## src/sv/lrupr_pkg.sv

```systemverilog
// ----------------------------------------------------------------------------
// lrupr_pkg
// Shared constants and types for the LRU page replacement block.
// ----------------------------------------------------------------------------
package lrupr_pkg;

	localparam int unsigned FRAMES_DEF = 16;   // default frame count
	localparam int unsigned PAGE_W     = 16;
	localparam int unsigned FRAME_W    = 4;
	localparam int unsigned FAULT_W    = 32;
	localparam int unsigned CFG_W      = 5;

	localparam logic [CFG_W-1:0] FRAMES_IN_USE_RST = 5'd16;

	// control sequencer states
	typedef enum logic [1:0] {
		ST_IDLE,
		ST_SCAN,
		ST_UPDATE
	} lrupr_state_t;

	// update broadcast to the frame cells
	typedef enum logic [1:0] {
		UPD_NONE,
		UPD_TOUCH,   // hit: target becomes most recent
		UPD_FILL,    // miss into an empty frame
		UPD_EVICT    // miss, replace the least recent frame
	} upd_op_t;

	typedef struct packed {
		logic    clear;   // restart: empty every frame
		upd_op_t op;
	} upd_cmd_t;

endpackage

```

## src/sv/lrupr_cell.sv

```systemverilog
// ----------------------------------------------------------------------------
// lrupr_cell
// One page frame: page, valid and recency rank, plus one scan carry stage.
// ----------------------------------------------------------------------------
module lrupr_cell import lrupr_pkg::*; #(
	parameter int unsigned FRAMES = FRAMES_DEF,
	parameter int unsigned IDX    = 0,
	parameter int unsigned IW     = (FRAMES > 1) ? $clog2(FRAMES) : 1
) (
	input  logic              clk,
	input  logic              arst_n,
	input  logic              active,
	input  logic [PAGE_W-1:0] probe_page,
	// scan carry from the lower neighbor
	input  logic              hit_f_i,
	input  logic [IW-1:0]     hit_idx_i,
	input  logic [IW-1:0]     hit_rank_i,
	input  logic              emp_f_i,
	input  logic [IW-1:0]     emp_idx_i,
	input  logic              min_f_i,
	input  logic [IW-1:0]     min_idx_i,
	input  logic [IW-1:0]     min_rank_i,
	input  logic [PAGE_W-1:0] min_page_i,
	// scan carry to the upper neighbor
	output logic              hit_f_o,
	output logic [IW-1:0]     hit_idx_o,
	output logic [IW-1:0]     hit_rank_o,
	output logic              emp_f_o,
	output logic [IW-1:0]     emp_idx_o,
	output logic              min_f_o,
	output logic [IW-1:0]     min_idx_o,
	output logic [IW-1:0]     min_rank_o,
	output logic [PAGE_W-1:0] min_page_o,
	// update broadcast
	input  upd_cmd_t          cmd,
	input  logic [IW-1:0]     upd_idx,
	input  logic [IW-1:0]     ref_rank,
	input  logic [IW-1:0]     new_rank
);

	localparam logic [IW-1:0] MY_IDX = IW'(IDX);

	logic [PAGE_W-1:0] page_q;
	logic              valid_q;
	logic [IW-1:0]     rank_q;

	logic              hit_f_q, emp_f_q, min_f_q;
	logic [IW-1:0]     hit_idx_q, hit_rank_q, emp_idx_q, min_idx_q, min_rank_q;
	logic [PAGE_W-1:0] min_page_q;

	logic match, empty, is_min, target, load;

	assign match  = active && valid_q && (page_q == probe_page);
	assign empty  = active && !valid_q;
	assign is_min = active && valid_q && (!min_f_i || (rank_q < min_rank_i));
	assign target = (upd_idx == MY_IDX);
	assign load   = !cmd.clear && target && ((cmd.op == UPD_FILL) || (cmd.op == UPD_EVICT));

	// scan carry stage: lowest index wins for hit and empty, strict less for min
	always_ff @(posedge clk) begin
		hit_f_q    <= hit_f_i || match;
		hit_idx_q  <= hit_f_i ? hit_idx_i  : MY_IDX;
		hit_rank_q <= hit_f_i ? hit_rank_i : rank_q;
		emp_f_q    <= emp_f_i || empty;
		emp_idx_q  <= emp_f_i ? emp_idx_i  : MY_IDX;
		min_f_q    <= min_f_i || (active && valid_q);
		min_idx_q  <= is_min ? MY_IDX : min_idx_i;
		min_rank_q <= is_min ? rank_q : min_rank_i;
		min_page_q <= is_min ? page_q : min_page_i;
	end

	assign hit_f_o    = hit_f_q;
	assign hit_idx_o  = hit_idx_q;
	assign hit_rank_o = hit_rank_q;
	assign emp_f_o    = emp_f_q;
	assign emp_idx_o  = emp_idx_q;
	assign min_f_o    = min_f_q;
	assign min_idx_o  = min_idx_q;
	assign min_rank_o = min_rank_q;
	assign min_page_o = min_page_q;

	always_ff @(posedge clk or negedge arst_n) begin
		if (!arst_n) begin
			valid_q <= 1'b0;
			rank_q  <= '0;
		end else if (cmd.clear) begin
			valid_q <= 1'b0;
			rank_q  <= '0;
		end else begin
			unique case (cmd.op)
				UPD_TOUCH, UPD_EVICT: begin
					if (target) begin
						rank_q <= new_rank;
					end else if (valid_q && (rank_q > ref_rank)) begin
						rank_q <= rank_q - IW'(1);
					end
				end
				UPD_FILL: begin
					if (target) begin
						rank_q  <= new_rank;
						valid_q <= 1'b1;
					end
				end
				default: ;
			endcase
		end
	end

	always_ff @(posedge clk) begin
		if (load) begin
			page_q <= probe_page;
		end
	end

endmodule

```

## src/sv/lru_page_replacement_top.sv

```systemverilog
// ----------------------------------------------------------------------------
// lru_page_replacement_top
// LRU page replacement over a row of page frame cells.
// ----------------------------------------------------------------------------
// Usage:
//  - Input channel (in_valid/in_stall, page, restart): one page reference per
//    transfer. restart empties all frames and zeroes the fault count before
//    the reference is handled.
//  - Output channel (out_valid/out_stall, hit, frame, replaced_valid,
//    replaced_page, fault_count): one result per reference, in order.
//  - cfg_we/cfg_data writes frames_in_use (0 acts as 1, values above FRAMES
//    act as FRAMES). Write only while the block is idle.
//  - Timing: after the accepting edge, a search carry walks the row of
//    FRAMES cells, one cell per cycle, then the update state broadcasts the
//    rank/page changes and registers the result. A new reference is taken
//    only once the block is back in idle, so one reference is handled at a
//    time.
//  - The output register decouples the two sides: the next reference is
//    accepted and searched while a result waits. A stalled receiver only
//    holds the update cycle until the output register is free.
//  - Reset: all frames empty, ranks zero, fault count zero,
//    frames_in_use = 16, no result pending.
// ----------------------------------------------------------------------------
module lru_page_replacement_top import lrupr_pkg::*; #(
	parameter int unsigned FRAMES = FRAMES_DEF
) (
	input  logic               clk,
	input  logic               arst_n,
	// configuration
	input  logic               cfg_we,
	input  logic [CFG_W-1:0]   cfg_data,
	// reference input
	input  logic               in_valid,
	output logic               in_stall,
	input  logic [PAGE_W-1:0]  page,
	input  logic               restart,
	// result output
	output logic               out_valid,
	input  logic               out_stall,
	output logic               hit,
	output logic [FRAME_W-1:0] frame,
	output logic               replaced_valid,
	output logic [PAGE_W-1:0]  replaced_page,
	output logic [FAULT_W-1:0] fault_count
);

	localparam int unsigned IW = (FRAMES > 1) ? $clog2(FRAMES) : 1;  // index / rank
	localparam int unsigned CW = $clog2(FRAMES + 1);                 // valid count

	lrupr_state_t       state_q, state_nxt;
	logic [IW-1:0]      scan_cnt_q;
	logic [PAGE_W-1:0]  page_q;           // probe held for the whole scan
	logic [CW-1:0]      valid_cnt_q;      // frames valid over the whole row
	logic [FAULT_W-1:0] faults_q;
	logic [CFG_W-1:0]   frames_in_use_q;

	logic               out_valid_q, hit_q, replaced_valid_q;
	logic [FRAME_W-1:0] frame_q;
	logic [PAGE_W-1:0]  replaced_page_q;
	logic [FAULT_W-1:0] fault_count_q;

	logic               accept, fire;
	logic [CW-1:0]      act_cnt;
	logic [FRAMES-1:0]  act_mask;

	upd_cmd_t           cmd;
	logic [IW-1:0]      upd_idx, ref_rank, new_rank;
	logic [FAULT_W-1:0] faults_nxt;
	logic [IW-1:0]      pos;
	logic               res_hit, res_rep;
	logic [PAGE_W-1:0]  res_rep_page;

	// scan carry between neighbor cells; entry 0 is the empty seed
	logic              hit_f_c    [FRAMES+1];
	logic [IW-1:0]     hit_idx_c  [FRAMES+1];
	logic [IW-1:0]     hit_rank_c [FRAMES+1];
	logic              emp_f_c    [FRAMES+1];
	logic [IW-1:0]     emp_idx_c  [FRAMES+1];
	logic              min_f_c    [FRAMES+1];
	logic [IW-1:0]     min_idx_c  [FRAMES+1];
	logic [IW-1:0]     min_rank_c [FRAMES+1];
	logic [PAGE_W-1:0] min_page_c [FRAMES+1];

	assign hit_f_c[0]    = 1'b0;
	assign hit_idx_c[0]  = '0;
	assign hit_rank_c[0] = '0;
	assign emp_f_c[0]    = 1'b0;
	assign emp_idx_c[0]  = '0;
	assign min_f_c[0]    = 1'b0;
	assign min_idx_c[0]  = '0;
	assign min_rank_c[0] = '0;
	assign min_page_c[0] = '0;

	// active frame count, clamped to 1..FRAMES
	always_comb begin
		if (frames_in_use_q == '0) begin
			act_cnt = CW'(1);
		end else if (32'(frames_in_use_q) > FRAMES) begin
			act_cnt = CW'(FRAMES);
		end else begin
			act_cnt = CW'(frames_in_use_q);
		end
	end

	for (genvar g = 0; g < FRAMES; g++) begin : g_cell
		assign act_mask[g] = (CW'(g) < act_cnt);

		lrupr_cell #(
			.FRAMES (FRAMES),
			.IDX    (g),
			.IW     (IW)
		) u_cell (
			.clk        (clk),
			.arst_n     (arst_n),
			.active     (act_mask[g]),
			.probe_page (page_q),
			.hit_f_i    (hit_f_c[g]),
			.hit_idx_i  (hit_idx_c[g]),
			.hit_rank_i (hit_rank_c[g]),
			.emp_f_i    (emp_f_c[g]),
			.emp_idx_i  (emp_idx_c[g]),
			.min_f_i    (min_f_c[g]),
			.min_idx_i  (min_idx_c[g]),
			.min_rank_i (min_rank_c[g]),
			.min_page_i (min_page_c[g]),
			.hit_f_o    (hit_f_c[g+1]),
			.hit_idx_o  (hit_idx_c[g+1]),
			.hit_rank_o (hit_rank_c[g+1]),
			.emp_f_o    (emp_f_c[g+1]),
			.emp_idx_o  (emp_idx_c[g+1]),
			.min_f_o    (min_f_c[g+1]),
			.min_idx_o  (min_idx_c[g+1]),
			.min_rank_o (min_rank_c[g+1]),
			.min_page_o (min_page_c[g+1]),
			.cmd        (cmd),
			.upd_idx    (upd_idx),
			.ref_rank   (ref_rank),
			.new_rank   (new_rank)
		);
	end

	// decision from the carry leaving the last cell
	always_comb begin
		res_hit      = hit_f_c[FRAMES];
		res_rep      = 1'b0;
		res_rep_page = '0;
		if (hit_f_c[FRAMES]) begin
			pos = hit_idx_c[FRAMES];
		end else if (emp_f_c[FRAMES]) begin
			pos = emp_idx_c[FRAMES];
		end else begin
			pos          = min_idx_c[FRAMES];
			res_rep      = 1'b1;
			res_rep_page = min_page_c[FRAMES];
		end
		if (!res_hit && (faults_q != '1)) begin
			faults_nxt = faults_q + FAULT_W'(1);
		end else begin
			faults_nxt = faults_q;
		end
	end

	// sequencer: next state and update broadcast
	always_comb begin
		state_nxt = state_q;
		in_stall  = (state_q != ST_IDLE);
		accept    = in_valid && !in_stall;
		fire      = 1'b0;
		cmd.clear = 1'b0;
		cmd.op    = UPD_NONE;
		upd_idx   = pos;
		ref_rank  = hit_f_c[FRAMES] ? hit_rank_c[FRAMES] : min_rank_c[FRAMES];
		new_rank  = IW'(valid_cnt_q - CW'(1));
		unique case (state_q)
			ST_IDLE: begin
				if (accept) begin
					cmd.clear = restart;
					state_nxt = ST_SCAN;
				end
			end
			ST_SCAN: begin
				if (scan_cnt_q == IW'(FRAMES - 1)) begin
					state_nxt = ST_UPDATE;
				end
			end
			ST_UPDATE: begin
				if (!out_valid_q || !out_stall) begin
					fire      = 1'b1;
					state_nxt = ST_IDLE;
					if (hit_f_c[FRAMES]) begin
						cmd.op = UPD_TOUCH;
					end else if (emp_f_c[FRAMES]) begin
						cmd.op   = UPD_FILL;
						new_rank = IW'(valid_cnt_q);
					end else begin
						cmd.op = UPD_EVICT;
					end
				end
			end
			default: state_nxt = ST_IDLE;
		endcase
	end

	always_ff @(posedge clk or negedge arst_n) begin
		if (!arst_n) begin
			state_q <= ST_IDLE;
		end else begin
			state_q <= state_nxt;
		end
	end

	always_ff @(posedge clk or negedge arst_n) begin
		if (!arst_n) begin
			scan_cnt_q      <= '0;
			valid_cnt_q     <= '0;
			faults_q        <= '0;
			frames_in_use_q <= FRAMES_IN_USE_RST;
			out_valid_q     <= 1'b0;
		end else begin
			if (cfg_we) begin
				frames_in_use_q <= cfg_data;
			end
			if (accept) begin
				scan_cnt_q <= '0;
			end else if (state_q == ST_SCAN) begin
				scan_cnt_q <= scan_cnt_q + IW'(1);
			end
			if (accept && restart) begin
				valid_cnt_q <= '0;
				faults_q    <= '0;
			end else if (fire) begin
				faults_q <= faults_nxt;
				if (cmd.op == UPD_FILL) begin
					valid_cnt_q <= valid_cnt_q + CW'(1);
				end
			end
			if (fire) begin
				out_valid_q <= 1'b1;
			end else if (!out_stall) begin
				out_valid_q <= 1'b0;
			end
		end
	end

	// probe and result payload
	always_ff @(posedge clk) begin
		if (accept) begin
			page_q <= page;
		end
		if (fire) begin
			hit_q            <= res_hit;
			frame_q          <= FRAME_W'(pos);
			replaced_valid_q <= res_rep;
			replaced_page_q  <= res_rep_page;
			fault_count_q    <= faults_nxt;
		end
	end

	assign out_valid      = out_valid_q;
	assign hit            = hit_q;
	assign frame          = frame_q;
	assign replaced_valid = replaced_valid_q;
	assign replaced_page  = replaced_page_q;
	assign fault_count    = fault_count_q;

endmodule

```

## config.mk

```make
export PLATFORM = sky130hd
export DESIGN_NAME = lru_page_replacement_top
export DESIGN_NICKNAME = d
export VERILOG_FILES = /design/src/sv/lrupr_pkg.sv /design/src/sv/lrupr_cell.sv /design/src/sv/lru_page_replacement_top.sv
export SDC_FILE = /design/constraint.sdc
export NUM_CORES = 1
export LEC_CHECK = 0
export BUFFER_PORTS_ARGS = -buffer_cell sky130_fd_sc_hd__buf_2
export CORE_ASPECT_RATIO = 0.75
export CORE_MARGIN = 5
export CORE_UTILIZATION = 60
export DETAILED_ROUTE_END_ITERATION = 8
export PLACE_DENSITY = 0.77
export SLEW_MARGIN = 20
export SYNTH_ARGS = -nofsm -noshare
export SYNTH_HDL_FRONTEND = slang
export SYNTH_SLANG_ARGS = --single-unit
```

## constraint.sdc

```tcl
create_clock -name clk -period 4.8 [get_ports clk]
set_input_delay 0.24 -clock clk [delete_from_list [all_inputs] [get_ports clk]]
set_output_delay 0.24 -clock clk [all_outputs]
set_load 0.02 [all_outputs]
```

# Word level (Yosys, flattened, before mapping)
# Cells that the tools add are included.
[op_classes] addsub=20 n_mul=0 div=0 order_cmp=48 n_eq_ne=74 shifts=0 mux=205 bitwise_logic=0 n_reduce_logical=272
[ops] operator="$mux W4" count=103
[ops] operator="$eq A16 B16 Y1" count=16
[ops] operator="$mux W16" count=15
[ops] operator="$pmux W4 S2" count=16
[ops] operator="$logic_and A1 B1 Y1" count=114
[ops] operator="$mux W32" count=3
[ops] operator="$sub A4 B1 Y4 const B" count=17
[ops] operator="$gt A4 B4 Y1" count=16
[ops] operator="$ne A4 B1 Y1 const B" count=16
[ops] operator="$logic_or A1 B1 Y1" count=61
[ops] operator="$lt A4 B4 Y1" count=15
[ops] operator="$mux W1" count=56
[ops] operator="$reduce_and A3 Y1" count=17
[ops] operator="$ne A3 B1 Y1 const B" count=16
[ops] operator="$reduce_bool A2 Y1" count=21
[ops] operator="$lt A4 B5 Y1 const A" count=8
[ops] operator="$eq A4 B4 Y1 const B" count=9
[ops] operator="$logic_not A1 Y1" count=36
[ops] operator="$reduce_and A2 Y1" count=17
[ops] operator="$add A32 B1 Y32 const B" count=1
[ops] operator="$ne A32 B32 Y1 const B" count=1
[ops] operator="$mux W5" count=5
[ops] operator="$lt A3 B5 Y1 const A" count=4
[ops] operator="$eq A4 B3 Y1 const B" count=4
[ops] operator="other kinds (18)" count=32
[totals] regBits=1033 latchBits=0 ramBits=0 rom_bits=0 n_memories=0

# Longest topological paths before layout
[logic_depth] word_depth=8 mapped_depth=10 ltp_nobuf=8

# By module
# Synthesis repeated with hierarchy kept, for this count alone.
[unflattened] cells_unflattened=3479 area_unflattened_um2=44607.8
[modules_own_cells] module="lrupr_cell at g_cell[11].u_cell ..." instances=6 cells_each=188 area_each_um2=2441.1
[modules_own_cells] module="lrupr_cell at g_cell[1].u_cell ..." instances=4 cells_each=189 area_each_um2=2442.3
[modules_own_cells] module="lrupr_cell at g_cell[10].u_cell ..." instances=3 cells_each=188 area_each_um2=2438.6
[modules_own_cells] module="lru_page_replacement_top" instances=1 cells_each=465 area_each_um2=5554.1
[modules_own_cells] module="lrupr_cell at g_cell[0].u_cell" instances=1 cells_each=190 area_each_um2=2443.6
[modules_own_cells] module="lrupr_cell at g_cell[15].u_cell" instances=1 cells_each=187 area_each_um2=2441.1
[modules_own_cells] module="lrupr_cell at g_cell[9].u_cell" instances=1 cells_each=189 area_each_um2=2437.3

# Worst setup path before layout
# OpenSTA, ideal clock, no wires.
[synth_path] path_type="flip-flop to flip-flop" startpoint="register state_q[0]" endpoint="register fault_count_q[0], in the netlist fault_count[0], enable pin" t_arrival_ns=2.896 required_ns=4.361 slack_ns=1.465 stages_incl_launch_ff=7 synth_period_minus_slack_ns=3.335 cell_sequence="dfrtp_1 > clkbuf_1 > nor2b_1 > nand2_1 > inv_1 > buf_1 > buf_1"
[synth_between] elab_chain_cells=2
[synth_lines] element="start: declaration" line_no="lru_page_replacement_top.sv:50" text="lrupr_state_t state_q, state_nxt;"
[synth_lines] element="start signal: assignment" line_no="lru_page_replacement_top.sv:208" text="state_q <= state_nxt;"
[synth_lines] element="$eq A2 B2 Y1" line_no="lru_page_replacement_top.sv:174" text="unique case (state_q)"
[synth_lines] element="$mux W1" line_no="lru_page_replacement_top.sv:174"
[synth_lines] element="net fire" line_no="lru_page_replacement_top.sv:62" text="logic accept, fire;"
[synth_lines] element="end signal: assignment" line_no="lru_page_replacement_top.sv:255" text="fault_count_q <= faults_nxt;"
[synth_lines] element="end: declaration" line_no="lru_page_replacement_top.sv:60" text="logic [FAULT_W-1:0] fault_count_q;"
# The timed path passes the listed nets, and every way through them passes these cells.
# A chain may end at the register's enable or synchronous reset.

# Worst setup path after layout
[layout_path] startpoint="register g_cell[15].u_cell.hit_f_q" endpoint="register g_cell[11].u_cell.rank_q[0]"
[layout_lines] element="start: declaration" line_no="lrupr_cell.sv:47" text="logic hit_f_q, emp_f_q, min_f_q;"
[layout_lines] element="start signal: assignment" line_no="lrupr_cell.sv:61" text="hit_f_q <= hit_f_i || match;"
[layout_lines] element="$mux W4 *" line_no="lru_page_replacement_top.sv:147" text="if (hit_f_c[FRAMES]) begin"
[layout_lines] element="net g_cell[0].u_cell.upd_idx[2]" line_no="lrupr_cell.sv:36" text="input logic [IW-1:0] upd_idx,"
[layout_lines] element="$eq A4 B4 Y1 *" line_no="lrupr_cell.sv:56" text="assign target = (upd_idx == MY_IDX);"
[layout_lines] element="$mux W4" line_no="lrupr_cell.sv:92" text="if (target) begin"
[layout_lines] element="$pmux W4 S2" line_no="lrupr_cell.sv:90" text="unique case (cmd.op)"
[layout_lines] element="$mux W4" line_no="lrupr_cell.sv:86" text="end else if (cmd.clear) begin"
[layout_lines] element="end signal: assignment" line_no="lrupr_cell.sv:93" text="rank_q <= new_rank;"
[layout_lines] element="end signal: assignment" line_no="lrupr_cell.sv:95" text="rank_q <= rank_q - IW'(1);"
[layout_lines] element="end signal: assignment" line_no="lrupr_cell.sv:100" text="rank_q <= new_rank;"
[layout_lines] element="end: declaration" line_no="lrupr_cell.sv:45" text="logic [IW-1:0] rank_q;"
# The timed path passes the listed nets; every way through them passes the cells marked *. The select of a mux whose other input is x is not followed.

==> flow_metrics.env <==
export IMPL_run_status="finished clean"
export IMPL_drt_iter0_drc=2428
export IMPL_cts_max_level=3
export IMPL_drt_wl_total_mm=99.4
export IMPL_synth_most_common_cell="dfxtp_1"
export IMPL_layout_drive_gt1_share_pct=19.8
export IMPL_path_cells="o21a_1, inv_4, nor4_4, nand2b_1, o21ai_1, a221o_1"
export IMPL_dpl_hpwl_mm=67.1
export IMPL_synth_seq_cells=1032
export IMPL_slew_headroom_pct=18.1
export IMPL_yosysSeqAreaShare_pct=60.4
export IMPL_seq_area_um2=24600
export IMPL_cp_data_arrival_time_ns=3.90
export IMPL_synth_cell_types=70
export IMPL_r2r_slack_ns=1.43
export IMPL_syn_to_final_growth_pct=12.3
export IMPL_synth_area_um2=40700
export IMPL_synthCells=3145
export IMPL_grt_pass1_wl_mm=154
export IMPL_netlist_top_cells_count="dfxtp_1, edfxtp_1, mux2_2, xnor2_1, xor2_1"
export IMPL_cpLargestDelayFamily="compound AO/OA/AOI/OAI gates"
export IMPL_totalPowerFinal_uw=19200
export IMPL_critPathMaxStageDelay_ns=0.90
export IMPL_hold_violations=0
export IMPL_globalplace_congestion=0.860
export IMPL_synthArstFlopShare_pct=12.4
export IMPL_leakagePower_uw=0.0181
export IMPL_hp_class="primary input to asynchronous set/reset pin"
export IMPL_clk_pin_slew_worst_paths_ns=0.06
export IMPL_chipHeight_um=235
export IMPL_path_max_fanout=20
export IMPL_final_antenna_net_count=0
export IMPL_synth_warnings=0
export IMPL_fin_skew_ns=0.0323
export IMPL_wl_per_cell_um=23.4
export IMPL_synth_top_area_cell="dfxtp_1"
export IMPL_die_area_um2=73100
export IMPL_dp_cells=4051
export IMPL_core_area_um2=67000
export IMPL_cts_tree="yes"
export IMPL_cts_sink_count=1032
export IMPL_fin_tns_setup_ns=0
export IMPL_cp_required_ns=5.33
export IMPL_max_freq_ghz=0.297
export IMPL_numCtsBuffers=94
export IMPL_fin_crit_sh_pct=70.3
export IMPL_cpMaxStageDelayCell="dfxtp_1"
export IMPL_syn_nets=3301
export IMPL_slew_viol_final=0
export IMPL_multi_input_area_um2=15200
export IMPL_grt_overflow=0
export IMPL_post_route_drc_count=0
export IMPL_vdd_ir_drop_max_v=0.000357
export IMPL_die_w_um=311
export IMPL_fill_cells=4586
export IMPL_setup_viol=0
export IMPL_synth_area_leaders="dfxtp_1, edfxtp_1, mux2_2, dfrtp_1, ha_1"
export IMPL_period_minus_slack_ns=3.37
export IMPL_num_vias=25500
export IMPL_yosysTopAreaCellShare_pct=28.5
export IMPL_clk_latency_ns=0.67
export IMPL_power_density_nw_per_um2=421
export IMPL_worst_slew_pin_slew_ns=1.22
export IMPL_cp_buffers_inverters=1
export IMPL_stdcell_count=4256
export IMPL_num_rows=82
export IMPL_grt_use_total_pct=26.6
export IMPL_antenna_found_initial=0
export IMPL_synthFlopType="dfxtp_1"
export IMPL_reg2regPathDepth=6
export IMPL_reg2reg_to="g_cell[11].u_cell.rank_q[0]"
export IMPL_start_kind="flop"
export IMPL_cap_violations=0
export IMPL_initial_core_util_pct=60.7
export IMPL_place_ws_ns=1.43
export IMPL_grt_pass1_vias=26200
export IMPL_cts_resized_gates=0
export IMPL_cts_root_buffer="clkbuf_16"
export IMPL_syn_avg_cell_area_um2=12.9
export IMPL_rr_startpoint="g_cell[15].u_cell.hit_f_o"
export IMPL_viasPerCell=5.98
export IMPL_drt_pass1_iter_count=6
export IMPL_grt_max_degree=71
export IMPL_clockBufferDepth=3
export IMPL_final_setup_worst_slack_ns=1.43
export IMPL_path_class="flop to flop"
export IMPL_port_buffer_count=82
export IMPL_nNetsFinal=3450
export IMPL_end_kind="flop"
export IMPL_rsz0062_at_grt="no"
export IMPL_synth_edf_count=326
export IMPL_num_io_pins=83
export IMPL_whs_ns=0.139
power by group:
group          internal [uW]  switching [uW]
Clock                   4160            3250
Combinational            769             974
Sequential              9690             397
Total                  14600            4620
cells in the final DEF (no fill, tap or decap), types with 86 or more instances in the layout:
cell,count
ha_1,129
inv_1,106
a21oi_1,87
edfxtp_1,326
mux2_2,296
nand2_1,92
xor2_1,132
nand2b_1,117
and2_1,86
dfxtp_1,578
clkbuf_16,97
dfrtp_1,127
o21ai_0,94
xnor2_1,171
flip-flops by register name, summed over array words and instances, names as in the netlist:
signal,count
valid_cnt_q,4
page_q,16
g_cell.u_cell.hit_rank_o,64
g_cell.u_cell.page_q,256
fault_count,32
faults_q,32
frames_in_use_q,5
g_cell.u_cell.min_rank_o,64
g_cell.u_cell.min_page_o,256
replaced_page,16
g_cell.u_cell.min_f_o,15
g_cell.u_cell.emp_f_o,16
out_valid,1
scan_cnt_q,4
g_cell.u_cell.rank_q,64
hit,1
state_q,2
g_cell.u_cell.hit_f_o,16
g_cell.u_cell.hit_idx_o,49
replaced_valid,1
g_cell.u_cell.min_idx_o,49
g_cell.u_cell.emp_idx_o,49
frame,4
g_cell.u_cell.valid_q,16
per-layer routing:
metal  wire, um  GRT usage [%]
met1      45600           39.7
met2      43100           39.8
met3       7850           5.17
met4       2830           7.91
met5          0              0
stage by stage:
step,cell area (um^2),util (%)
5_1_grt,45700,68.1
3_5_place_dp,42300,63.1
2_1_floorplan,40700,-
4_1_cts,45600,68.1
3_3_place_gp,42200,63.0
6_report,45700,68.1
repair_timing:
action	in CTS	in global routing
setup endpoints to repair	0	0
buffers inserted	0	0
endpoints found under the hold margin	62	0
hold buffers	29	0
final cells by class:
type | count | area share [%]
Inverter | 111 | 0.946
Sequential cell | 1032 | 53.8
Multi-Input combinational cell | 1868 | 33.3
Clock buffer | 132 | 5.85
Tap cell | 882 | 2.42
Timing Repair Buffer | 187 | 2.83
Antenna cell | 1 | 0.00548
Clock inverter | 43 | 0.839
kinds of logic (layout without fill, tap and decap cells):
family | after synthesis | count (layout) | synth area share (%)
adder cells (fa/ha/maj) | 129 | 129 | 3.97
flip-flops | 1032 | 1032 | 60.4
buffers and inverters | 245 | 473 | 2.52
other | 0 | 1 | 0
AND/OR/NAND/NOR | 636 | 636 | 9.49
AO/OA/AOI/OAI | 442 | 442 | 7.28
multiplexers | 358 | 358 | 9.80
XOR/XNOR | 303 | 303 | 6.53
worst max path at each step:
stage,startpoint,to,slack (ns),cells past startpoint
floorplan,state_q[0],fault_count[0],1.46,6
global placement,g_cell[15].u_cell.hit_f_o,g_cell[0].u_cell.rank_q[2],1.48,7
detailed placement,g_cell[15].u_cell.hit_f_o,g_cell[0].u_cell.rank_q[2],1.43,7
CTS,g_cell[15].u_cell.hit_f_o,g_cell[0].u_cell.rank_q[2],1.39,7
global route,g_cell[15].u_cell.hit_f_o,g_cell[11].u_cell.rank_q[0],1.33,6
finish,g_cell[15].u_cell.hit_f_o,g_cell[11].u_cell.rank_q[0],1.43,6
Power figures use the tool's default switching activity.
